## config.mk

```make
export PLATFORM = sky130hd
export DESIGN_NAME = regex_dot_star_matcher_top
export DESIGN_NICKNAME = d
export VERILOG_FILES = /design/src/hw/rtl/rdsm_pkg.sv /design/src/hw/rtl/rdsm_cfg_regs.sv /design/src/hw/rtl/rdsm_cell.sv /design/src/hw/rtl/regex_dot_star_matcher_top.sv
export SDC_FILE = /design/constraint.sdc
export NUM_CORES = 1
export LEC_CHECK = 0
export ABC_CLOCK_PERIOD_IN_PS = 6050
export BUFFER_PORTS_ARGS = -buffer_cell sky130_fd_sc_hd__buf_2
export CAP_MARGIN = 40
export CORE_MARGIN = 2
export CORE_UTILIZATION = 45
export CTS_BUF_LIST = sky130_fd_sc_hd__clkbuf_4
export DETAILED_ROUTE_END_ITERATION = 6
export PLACE_DENSITY_LB_ADDON = 0.12
export SLEW_MARGIN = 10
export SYNTH_ARGS = -nofsm -noshare
export SYNTH_HDL_FRONTEND = slang
export SYNTH_SLANG_ARGS = --single-unit
```

## constraint.sdc

```tcl
create_clock -name i_clk -period 6.05 [get_ports i_clk]
set_clock_uncertainty 0.05 [all_clocks]
set_input_delay 1.21 -clock i_clk [delete_from_list [all_inputs] [get_ports i_clk]]
set_output_delay 1.21 -clock i_clk [all_outputs]
set_load 0.05 [all_outputs]
```

## src/hw/rtl/rdsm_pkg.sv

```systemverilog
// Shared types and constants of the dot-star regex matcher.
// No dependencies; imported by every design module of the block.
package rdsm_pkg;

    localparam int PatternTokens = 32;
    localparam int Positions     = PatternTokens + 1;
    localparam int TokensPerReg  = 8;
    localparam int TokenRegs     = PatternTokens / TokensPerReg;
    localparam int TokW          = 6;
    localparam int SymW          = 5;
    localparam int CountW        = 6;
    localparam int RegW          = TokensPerReg * TokW;
    localparam int CfgIdxW       = 3;

    localparam logic [SymW-1:0] SymAny = SymW'(26);

    localparam logic [CfgIdxW-1:0] CfgTokenCount = CfgIdxW'(0);
    localparam logic [CfgIdxW-1:0] CfgTokens0    = CfgIdxW'(1);
    localparam logic [CfgIdxW-1:0] CfgTokens1    = CfgIdxW'(2);
    localparam logic [CfgIdxW-1:0] CfgTokens2    = CfgIdxW'(3);
    localparam logic [CfgIdxW-1:0] CfgTokens3    = CfgIdxW'(4);

    typedef struct packed {
        logic            star;
        logic [SymW-1:0] sym;
    } t_token;

    // Signals one cell hands forward to the next position.
    typedef struct packed {
        logic close_carry;  // closure of the current vector
        logic adv;          // token consumed, advance to next position
        logic view_carry;   // closure of the advanced vector
    } t_link;

endpackage

```

## src/hw/rtl/rdsm_cfg_regs.sv

```systemverilog
// Pattern configuration registers of the dot-star regex matcher.
// Depends on rdsm_pkg; feeds per-position tokens and enables to the cells.
module rdsm_cfg_regs (
    input  logic                            i_clk,
    input  logic                            i_rst_n,
    input  logic                            i_cfg_we,
    input  logic [rdsm_pkg::CfgIdxW-1:0]    i_cfg_index,
    input  logic [rdsm_pkg::RegW-1:0]       i_cfg_data,
    output rdsm_pkg::t_token                o_tokens [rdsm_pkg::Positions],
    output logic [rdsm_pkg::Positions-1:0]  o_en
);
    import rdsm_pkg::*;

    logic [CountW-1:0] r_count;
    logic [RegW-1:0]   r_tokens [TokenRegs];
    logic [CountW-1:0] limit;

    always_ff @(posedge i_clk) begin
        if (!i_rst_n) begin
            r_count <= '0;
            for (int r = 0; r < TokenRegs; r++) begin
                r_tokens[r] <= '0;
            end
        end else if (i_cfg_we) begin
            unique case (i_cfg_index)
                CfgTokenCount: r_count     <= i_cfg_data[CountW-1:0];
                CfgTokens0:    r_tokens[0] <= i_cfg_data;
                CfgTokens1:    r_tokens[1] <= i_cfg_data;
                CfgTokens2:    r_tokens[2] <= i_cfg_data;
                CfgTokens3:    r_tokens[3] <= i_cfg_data;
                default: begin
                end
            endcase
        end
    end

    // A count above the token capacity is clipped to the capacity.
    assign limit = (r_count > CountW'(PatternTokens)) ? CountW'(PatternTokens) : r_count;

    always_comb begin
        for (int i = 0; i < Positions; i++) begin
            o_en[i] = (CountW'(i) < limit);
            if (i < PatternTokens) begin
                o_tokens[i] = t_token'(
                    r_tokens[i / TokensPerReg][(i % TokensPerReg) * TokW +: TokW]);
            end else begin
                o_tokens[i] = '0;
            end
        end
    end

endmodule

```

## src/hw/rtl/rdsm_cell.sv

```systemverilog
// One pattern position of the dot-star regex matcher: live bit, closure and step.
// Depends on rdsm_pkg; chained by the top level, one cell per position.
module rdsm_cell (
    input  logic                        i_clk,
    input  logic                        i_rst_n,
    input  rdsm_pkg::t_token            i_token,
    input  logic                        i_en,
    input  logic                        i_en_prev,
    input  logic                        i_first,
    input  logic [rdsm_pkg::SymW-1:0]   i_char,
    input  logic                        i_no_char,
    input  logic                        i_last,
    input  logic                        i_accept,
    input  rdsm_pkg::t_link             i_link,
    output rdsm_pkg::t_link             o_link,
    output logic                        o_view,
    output logic                        o_end_hit
);
    import rdsm_pkg::*;

    logic r_live;
    logic closed;
    logic hit;
    logic nxt;
    logic nview;

    // Positions beyond the token count are masked off on read.
    assign closed = (r_live & i_en_prev) | i_link.close_carry;
    assign o_link.close_carry = closed & i_token.star & i_en;

    assign hit = closed & i_en & ((i_token.sym == SymAny) || (i_token.sym == i_char));
    assign o_link.adv = hit & ~i_token.star;
    assign nxt = (hit & i_token.star) | i_link.adv;

    assign nview = nxt | i_link.view_carry;
    assign o_link.view_carry = nview & i_token.star & i_en;

    assign o_view = i_no_char ? closed : nview;
    assign o_end_hit = o_view & ~i_en & i_en_prev;

    always_ff @(posedge i_clk) begin
        if (!i_rst_n) begin
            r_live <= i_first;
        end else if (i_accept) begin
            if (i_last) begin
                r_live <= i_first;
            end else if (!i_no_char) begin
                r_live <= nxt;
            end
        end
    end

endmodule

```

## src/hw/rtl/regex_dot_star_matcher_top.sv

```systemverilog
// Top level of the dot-star regex matcher: handshake, output register, cell row.
// Depends on rdsm_pkg, rdsm_cfg_regs and rdsm_cell.
//
// Usage: load the pattern through the write port (index 0 is the token
// count, indexes 1 to 4 hold eight six-bit tokens each) while no transfer
// is in flight. Then stream the subject string, one letter per transfer on
// the input channel; the transfer that carries i_last_char closes the
// string. A transfer with i_no_char set leaves the live positions alone
// and reports the answer for the string seen so far.
// Each input transfer yields exactly one result transfer, held in an output
// register. The block takes one letter every cycle unless stalled; the
// cycle is set by the ripple through the row of 33 position cells, which
// computes the closure of the current positions, the step over the letter
// and the closure of the advanced positions in the same cycle.
// Reset empties the output register, clears the pattern to the empty
// pattern and leaves only the start position live.
// When the receiver stalls, the result stays in the output register and
// o_in_stall rises until it is taken; a new letter is taken in the same
// cycle that the waiting result leaves.
module regex_dot_star_matcher_top (
    input  logic                            i_clk,
    input  logic                            i_rst_n,
    input  logic                            i_cfg_we,
    input  logic [rdsm_pkg::CfgIdxW-1:0]    i_cfg_index,
    input  logic [rdsm_pkg::RegW-1:0]       i_cfg_data,
    input  logic                            i_in_valid,
    output logic                            o_in_stall,
    input  logic [rdsm_pkg::SymW-1:0]       i_subject_char,
    input  logic                            i_no_char,
    input  logic                            i_last_char,
    output logic                            o_out_valid,
    input  logic                            i_out_stall,
    output logic                            o_matched,
    output logic                            o_any_alive,
    output logic                            o_string_done
);
    import rdsm_pkg::*;

    t_token                 tokens [Positions];
    logic [Positions-1:0]   en;
    logic [Positions-1:0]   view;
    logic [Positions-1:0]   end_hit;
    t_link                  links [Positions+1];
    logic                   accept;

    logic r_out_valid;
    logic r_matched;
    logic r_any_alive;
    logic r_string_done;

    // The input waits only while a result is held and the receiver stalls.
    assign o_in_stall = r_out_valid & i_out_stall;
    assign accept     = i_in_valid & ~o_in_stall;

    rdsm_cfg_regs u_cfg (
        .i_clk       (i_clk),
        .i_rst_n     (i_rst_n),
        .i_cfg_we    (i_cfg_we),
        .i_cfg_index (i_cfg_index),
        .i_cfg_data  (i_cfg_data),
        .o_tokens    (tokens),
        .o_en        (en)
    );

    // Position zero has no predecessor, so nothing flows into it.
    assign links[0] = '0;

    for (genvar g = 0; g < Positions; g++) begin : g_cell
        rdsm_cell u_cell (
            .i_clk     (i_clk),
            .i_rst_n   (i_rst_n),
            .i_token   (tokens[g]),
            .i_en      (en[g]),
            .i_en_prev ((g == 0) ? 1'b1 : en[(g == 0) ? 0 : g - 1]),
            .i_first   (g == 0),
            .i_char    (i_subject_char),
            .i_no_char (i_no_char),
            .i_last    (i_last_char),
            .i_accept  (accept),
            .i_link    (links[g]),
            .o_link    (links[g+1]),
            .o_view    (view[g]),
            .o_end_hit (end_hit[g])
        );
    end

    // The last cell has no token, so its outgoing link is always idle.
    always_ff @(posedge i_clk) begin
        if (!i_rst_n) begin
            r_out_valid <= 1'b0;
        end else if (accept) begin
            r_out_valid <= 1'b1;
        end else if (!i_out_stall) begin
            r_out_valid <= 1'b0;
        end
    end

    // Payload registers load with each accepted letter and need no reset.
    always_ff @(posedge i_clk) begin
        if (accept) begin
            r_matched     <= (|end_hit) | (links[Positions] != '0);
            r_any_alive   <= |view;
            r_string_done <= i_last_char;
        end
    end

    assign o_out_valid   = r_out_valid;
    assign o_matched     = r_matched;
    assign o_any_alive   = r_any_alive;
    assign o_string_done = r_string_done;

endmodule

```

Yosys cells after proc, flatten, opt, wreduce, memory -nomap -nowiden
Memory sizes are Yosys's and may differ from the RTL's.
Index checks and enable logic that the tools add are counted.
- equal/unequal tests: 70
- multiply operators: 0
- shift operators: 0
- reduce and logical (&&, ||, !) cells: 38
- muxes and demuxes: 122
- bitwise gates (word level): 523
- div/mod/pow operators: 0
- $lt $le $gt $ge: 34
- add/sub/neg operators: 0
- operator list (kind ; count):
    AND 1 bit ; 357
    2-to-1 mux 48 bit ; 4
    equality test 5 bit ; 32
    equality test 5 bit, second input constant ; 32
    2-to-1 mux 1 bit ; 117
    bitwise OR 1 bit ; 100
    < comparator 5 x 6 -> 1 bit, first input constant ; 16
    inverter 1 bit ; 66
    OR reduction 33 bit ; 2
    < comparator 4 x 6 -> 1 bit, first input constant ; 8
    logical OR 1 bit ; 32
    < comparator 3 x 6 -> 1 bit, first input constant ; 4
    < comparator 1 x 6 -> 1 bit, first input constant ; 2
    < comparator 2 x 6 -> 1 bit, first input constant ; 2
    equality test 3 x 2 -> 1 bit, second input constant ; 2
    > comparator 6 bit, second input constant ; 1
    < comparator 6 bit, first input constant ; 1
    2-to-1 mux 6 bit ; 1
    logical NOT 5 bit ; 1
    != test 2 x 1 -> 1 bit, second input constant ; 2
    AND reduction 2 bit ; 2
    equality test 3 x 1 -> 1 bit, second input constant ; 1
    equality test 3 bit, second input constant ; 1
    logical NOT 3 bit ; 1
- memories kept: 1
- logic and storage cells: 826
- bits in writable memories: 192
- latch bits: 0
- register bits: 43
- ROM bits: 0
- input port bits: 63
- memories (name ; words ; bits a word ; rd ports ; clocked after Yosys merged registers in ; write ports ; line ; RTL):
    u_cfg.r_tokens ; 4 ; 48 ; 4 ; 0 ; 4 ; rdsm_cfg_regs.sv:15 ; logic [RegW-1:0] r_tokens [TokenRegs];

Depth between registers and ports, before layout
- depth in word-level cells: 108
- mapped depth: 19
- gate-level depth less buffers: 15

Cells and area by module
Synthesis repeated with hierarchy kept, for this count alone.
- cells, all modules: 1635
- area total of the unflattened synthesis: 16045.4 um^2
- by module, submodules not included (module ; instances ; area each (um^2) ; seq. area each (um^2) ; cells an instance):
    rdsm_cell ; 33 ; 240.2 ; 30.0 ; 31
    rdsm_cfg_regs ; 1 ; 7823.8 ; 5885.6 ; 578
    regex_dot_star_matcher_top ; 1 ; 294.0 ; 110.1 ; 34

Worst setup path before layout
OpenSTA, ideal clock, no wires.
- kind: input port to flip-flop
- start: input port i_cfg_index[2] in the netlist's numbering
- end: memory u_cfg.r_tokens[2][0] in the netlist's numbering (enable)
- library setup time: 520 ps
- path slack: 678 ps
- stages on the path: 2
- arrival time: 4802 ps
- buffers on the path: 0
- required time: 5480 ps
- cells stage by stage: nand2b_1 o21ai_0
- RTL lines (item ; line ; RTL):
    start: declaration ; regex_dot_star_matcher_top.sv:24 ; input logic [rdsm_pkg::CfgIdxW-1:0] i_cfg_index,
    end: declaration ; rdsm_cfg_regs.sv:15 ;

Final worst setup path
- start: register u_cfg.r_count[3]
- end: register r_matched (netlist: o_matched) (data pin)
- cells in the longest elaborated chain, start to end: 108
- elaborated cells between the ends (all ways): 552
- classes of those cells: order compare: 34; mux: 34; bitwise: 483; reduce/logical: 1
- RTL lines (item ; line ; RTL):
    start: declaration ; rdsm_cfg_regs.sv:14 ; logic [CountW-1:0] r_count;
    start signal: assignment ; rdsm_cfg_regs.sv:26 ; CfgTokenCount: r_count <= i_cfg_data[CountW-1:0];
    > comparator 6 bit ; rdsm_cfg_regs.sv:38 ; assign limit = (r_count > CountW'(PatternTokens)) ? CountW'(PatternTokens) : r_count;
    2-to-1 mux 6 bit (*) ; rdsm_cfg_regs.sv:38 ;
    < comparator 1 x 6 -> 1 bit ; rdsm_cfg_regs.sv:42 ; o_en[i] = (CountW'(i) < limit);
    AND 1 bit, on equally long branches ; rdsm_cell.sv:28, rdsm_cell.sv:29 ;
    bitwise OR 1 bit ; rdsm_cell.sv:28 ; assign closed = (r_live & i_en_prev) | i_link.close_carry;
    AND 1 bit, on equally long branches (2 in series) ; rdsm_cell.sv:29, rdsm_cell.sv:31 ;
    bitwise OR 1 bit / AND 1 bit (equally long branches) ; rdsm_cell.sv:28, rdsm_cell.sv:33 ;
    AND 1 bit, or another cell as far along (2 in series) ; rdsm_cell.sv:29 ; assign o_link.close_carry = closed & i_token.star & i_en;
    (+88 left out) ; -- ;
    bitwise OR 1 bit / AND 1 bit (equally long branches) ; rdsm_cell.sv:33, rdsm_cell.sv:36 ;
    bitwise OR 1 bit ; rdsm_cell.sv:35 ; assign nview = nxt | i_link.view_carry;
    AND 1 bit (2 in series) ; rdsm_cell.sv:36 ; assign o_link.view_carry = nview & i_token.star & i_en;
    bitwise OR 1 bit ; rdsm_cell.sv:35 ;
    2-to-1 mux 1 bit ; rdsm_cell.sv:38 ; assign o_view = i_no_char ? closed : nview;
    AND 1 bit (2 in series) ; rdsm_cell.sv:39 ; assign o_end_hit = o_view & ~i_en & i_en_prev;
    OR reduction 33 bit ; regex_dot_star_matcher_top.sv:101 ; r_matched <= (|end_hit) | (links[Positions] != '0);
    bitwise OR 1 bit (*) ; regex_dot_star_matcher_top.sv:101 ;
    end signal: assignment ; regex_dot_star_matcher_top.sv:101 ;
    end: declaration ; regex_dot_star_matcher_top.sv:47 ; logic r_matched;
Every way passes the cells marked *; elsewhere a longest branch is shown, timed or not.
A chain may end at the register's enable or synchronous reset.

==> summary.txt <==
STA
  • Fin crit share: 0.920
  • Max Fclk: 0.180 GHz
  • WHS: 0.444 ns
  • Setup TNS: 0 ns
  • Max Transition Viols Final: 0
  • Final Hold Viols: 0
  • Unrepaired setup endpoints after global routing: false
  • Max-slew headroom: 0.361
  • Tightest Pin Transition: 0.953 ns
  • Final min period: 5.57 ns
  • Final setup viols: 0

Clock tree
  • Cts bufs inserted: 67
  • Worst-skew pair later-pin latency: 0.78 ns
  • TritonCTS clock tree: built
  • Resize count post-CTS: 0
  • H-tree depth: 3
  • Worst-path clk slew: 0.07 ns
  • Post-CTS setup buffers: 0
  • Longest Clk Path Bufs: 3
  • Root buf cell: clkbuf_4
  • CTS Hold Buffers Added: 0
  • Clk sinks: 235

Setup path
  • WP data required: 6.60 ns
  • Worst Setup Path Type: reg -> reg
  • Crit path launch type: register
  • Arr. time, crit path: 6.11 ns
  • CP Max Fanout: 13
  • Endpoint type of the worst setup path: register

Power
  • Clock power frac: 0.405
  • Seq pwr share: 0.486
  • Sw frac: 0.271
  • Psw: 1.08 mW
  • Total power: 3.97 mW
  • P_int: 2.90 mW
  • Leakage power: 6.03 nW
  • Power per cell area: 230 nW/um^2
  • Comb pwr share: 0.109
  • Maximum VDD drop: 158 uV

Placed design
  • Final GP Congestion: 1.02
  • Placed wire-length estimate: 39.0 mm
  • Port bufs: 67
  • Dpl cells: 2,075

Logic synthesis
  • Synthesized net count: 1,637
  • Post-synthesis adder-cell area fraction: 0
  • Largest family of logic cells by synthesized area: simple AND/OR/NAND/NOR gates
  • Average size of a mapped cell: 9.56 sq um
  • Syn Std Cell Area: 15,000 sq um
  • Most numerous cell in the Yosys netlist: and2_1
  • Cells after synthesis: 1,574
  • EDFF count, synth: 195
  • Post-synth top area share: 0.389
  • Flops & latches, synth: 235
  • Synth Area in XOR/XNOR: 0.0926
  • Post-synthesis mux area share: 0.00532
  • Yosys top cell by area: edfxtp_1
  • Cell variety after synth: 97
  • Simple-gate portion of the synthesized area: 0.243
  • Synth warnings: 0
  • Post-synth top cells: and2_1 (208), edfxtp_1 (195), nor2_1 (150), nand2_1 (88), xor2_1 (87)
  • Compound-cell area share of the yosys netlist: 0.189
  • Synth top area cells: edfxtp_1 (39%), and2_1 (8.7%), dfxtp_1 (5.3%), xor2_1 (5.1%), xnor2_1 (4.2%)
  • Ys flop type: edfxtp_1
  • Synth async-reset ratio: 0
  • Sequential share of the synthesized area: 0.442

Routing
  • Drt wl/cell: 24.0 um
  • Routed Antenna Nets: 0
  • Post-Route WL: 52.8 mm
  • Via count: 13,148
  • DRC Markers: 0
  • Drt pass-1 iters: 7
  • Via density: 5.98
  • DRT iter0 DRCs: 1,055

Floorplan
  • Die Width: 187 um
  • Die ar.: 34,900 sq um
  • Die height: 187 um
  • Core ar.: 32,700 sq um
  • Starting Density: 0.460
  • Top Ports: 68
  • Core Rows: 66

Layout
  • Nets: 1,766
  • Layout cells sized above 1: 0.173
  • Area growth syn-to-layout: 14.6%
  • Non-filler cells, final: 2,199

Global routing
  • Vias in the first global route: 13,039
  • Largest net degree at the start of global routing: 49
  • Initial antenna violation count: 2
  • Global-route wire length before repair: 79.8 mm
  • Global-route usage over all layers: 0.302
  • GR Overflow Total: 0

Status
  • Status: finished, final reports clean

Job
  • Max cap viols: 0

Hold path
  • Worst Hold Class: reg -> reg
[registers in the layout, summed over array words and instances, names as in the netlist]
signal and cells:
g_cell.u_cell.r_live 33, o_string_done 1, u_cfg.r_count 6, u_cfg.r_tokens 192, o_out_valid 1, o_any_alive 1
o_matched 1
[per-stage QoR]
step / worst slack (ns) / cell area [sq um] / util
final: 0.482 / 17200 / 0.527
after global routing: 0.205 / 17200 / 0.527
after CTS: 0.581 / 17200 / 0.527
after detailed placement: 0.289 / 16300 / 0.499
after global placement: 0.361 / 16300 / 0.497
after floorplan: 0.678 / 15000 / -
[cell type report]
| cell class | count | area [sq um] |
|---|---|---|
| antenna | 2 | 5.00 |
| clock buffer | 100 | 751 |
| clock inverter | 21 | 171 |
| fill | 3108 | 15500 |
| inverter | 17 | 63.8 |
| multi-input combinational | 1236 | 8030 |
| sequential | 235 | 6660 |
| tap | 442 | 553 |
| timing repair buffer | 146 | 1020 |
[power groups by stage]
stage	Combinational, mW	Sequential (mW)	Clock, mW
4_1_cts	0.431	1.93	1.66
5_1_grt	0.465	1.94	1.73
2_1_floorplan	0.259	1.94	0
6_report	0.433	1.93	1.61
3_5_place_dp	0.430	1.96	0
3_3_place_gp	0.422	1.96	0
[metal layers]
layer	global-route usage	share of wire	vias up
met5	0	0	-
met4	0.163	0.052	0
met3	0.0531	0.053	138
met2	0.482	0.46	437
met1	0.393	0.44	6440
li1	-	-	6133
[critical path, cell delays in order, from the launching register on]
cell and delay [ns]:
dfxtp_1 0.73, nor3_1 0.13, a22oi_1 0.63, a31oi_4 0.27, nor4_1 0.62, o31ai_4 0.17, o31ai_1 0.29, buf_4 0.19
nor4_1 0.05, a211oi_1 0.82, o211ai_1 0.23, a21bo_2 0.27, a221o_1 0.30, or3_1 0.31, a21oi_1 0.15, nor4_1 0.07
nand4_1 0.09
[cell usage in the layout (no fill, tap or decap), drive strengths merged, types with 7 or more instances in the layout]
cell type and n:
a21o 9, o211ai 18, nor2 150, o22ai 15, o21a 14, nand2 88
nand4 8, nor4 15, or2 11, o2111ai 8, xnor2 72, a31oi 36
nand3 48, and3 7, nor3b 9, o21ai 68, a22oi 26, o31ai 13
or3 8, and2 209, buf 146, or4 8, nor3 62, edfxtp 195
a21boi 10, nand4b 28, inv 17, nand2b 14, clkbuf 100, dfxtp 40
xor2 87, mux2i 8, clkinv 18, nor2b 9, a211oi 18, a21oi 63
[cells by family (layout without fill, tap and decap cells)]
kind of cell,after synthesis,count (layout)
simple gates,680,680
compound gates,389,389
flops,235,235
xor+xnor,159,159
buf+inv,103,284
mux,8,8
other cells,0,2
[final timing paths]
check / from / to / slack, ns / depth (start not counted)
max: u_cfg.r_count[3]$_SDFFE_PN0P_ / o_matched$_DFFE_PP_ / 0.48 / 16
min reg2reg: g_cell[29].u_cell.r_live$_SDFFE_PN0P_ / g_cell[29].u_cell.r_live$_SDFFE_PN0P_ / 0.44 / 2
max reg2reg: u_cfg.r_count[3]$_SDFFE_PN0P_ / o_matched$_DFFE_PP_ / 0.48 / 16
min: g_cell[29].u_cell.r_live$_SDFFE_PN0P_ / g_cell[29].u_cell.r_live$_SDFFE_PN0P_ / 0.44 / 2
(Power assumes the default switching activity.)
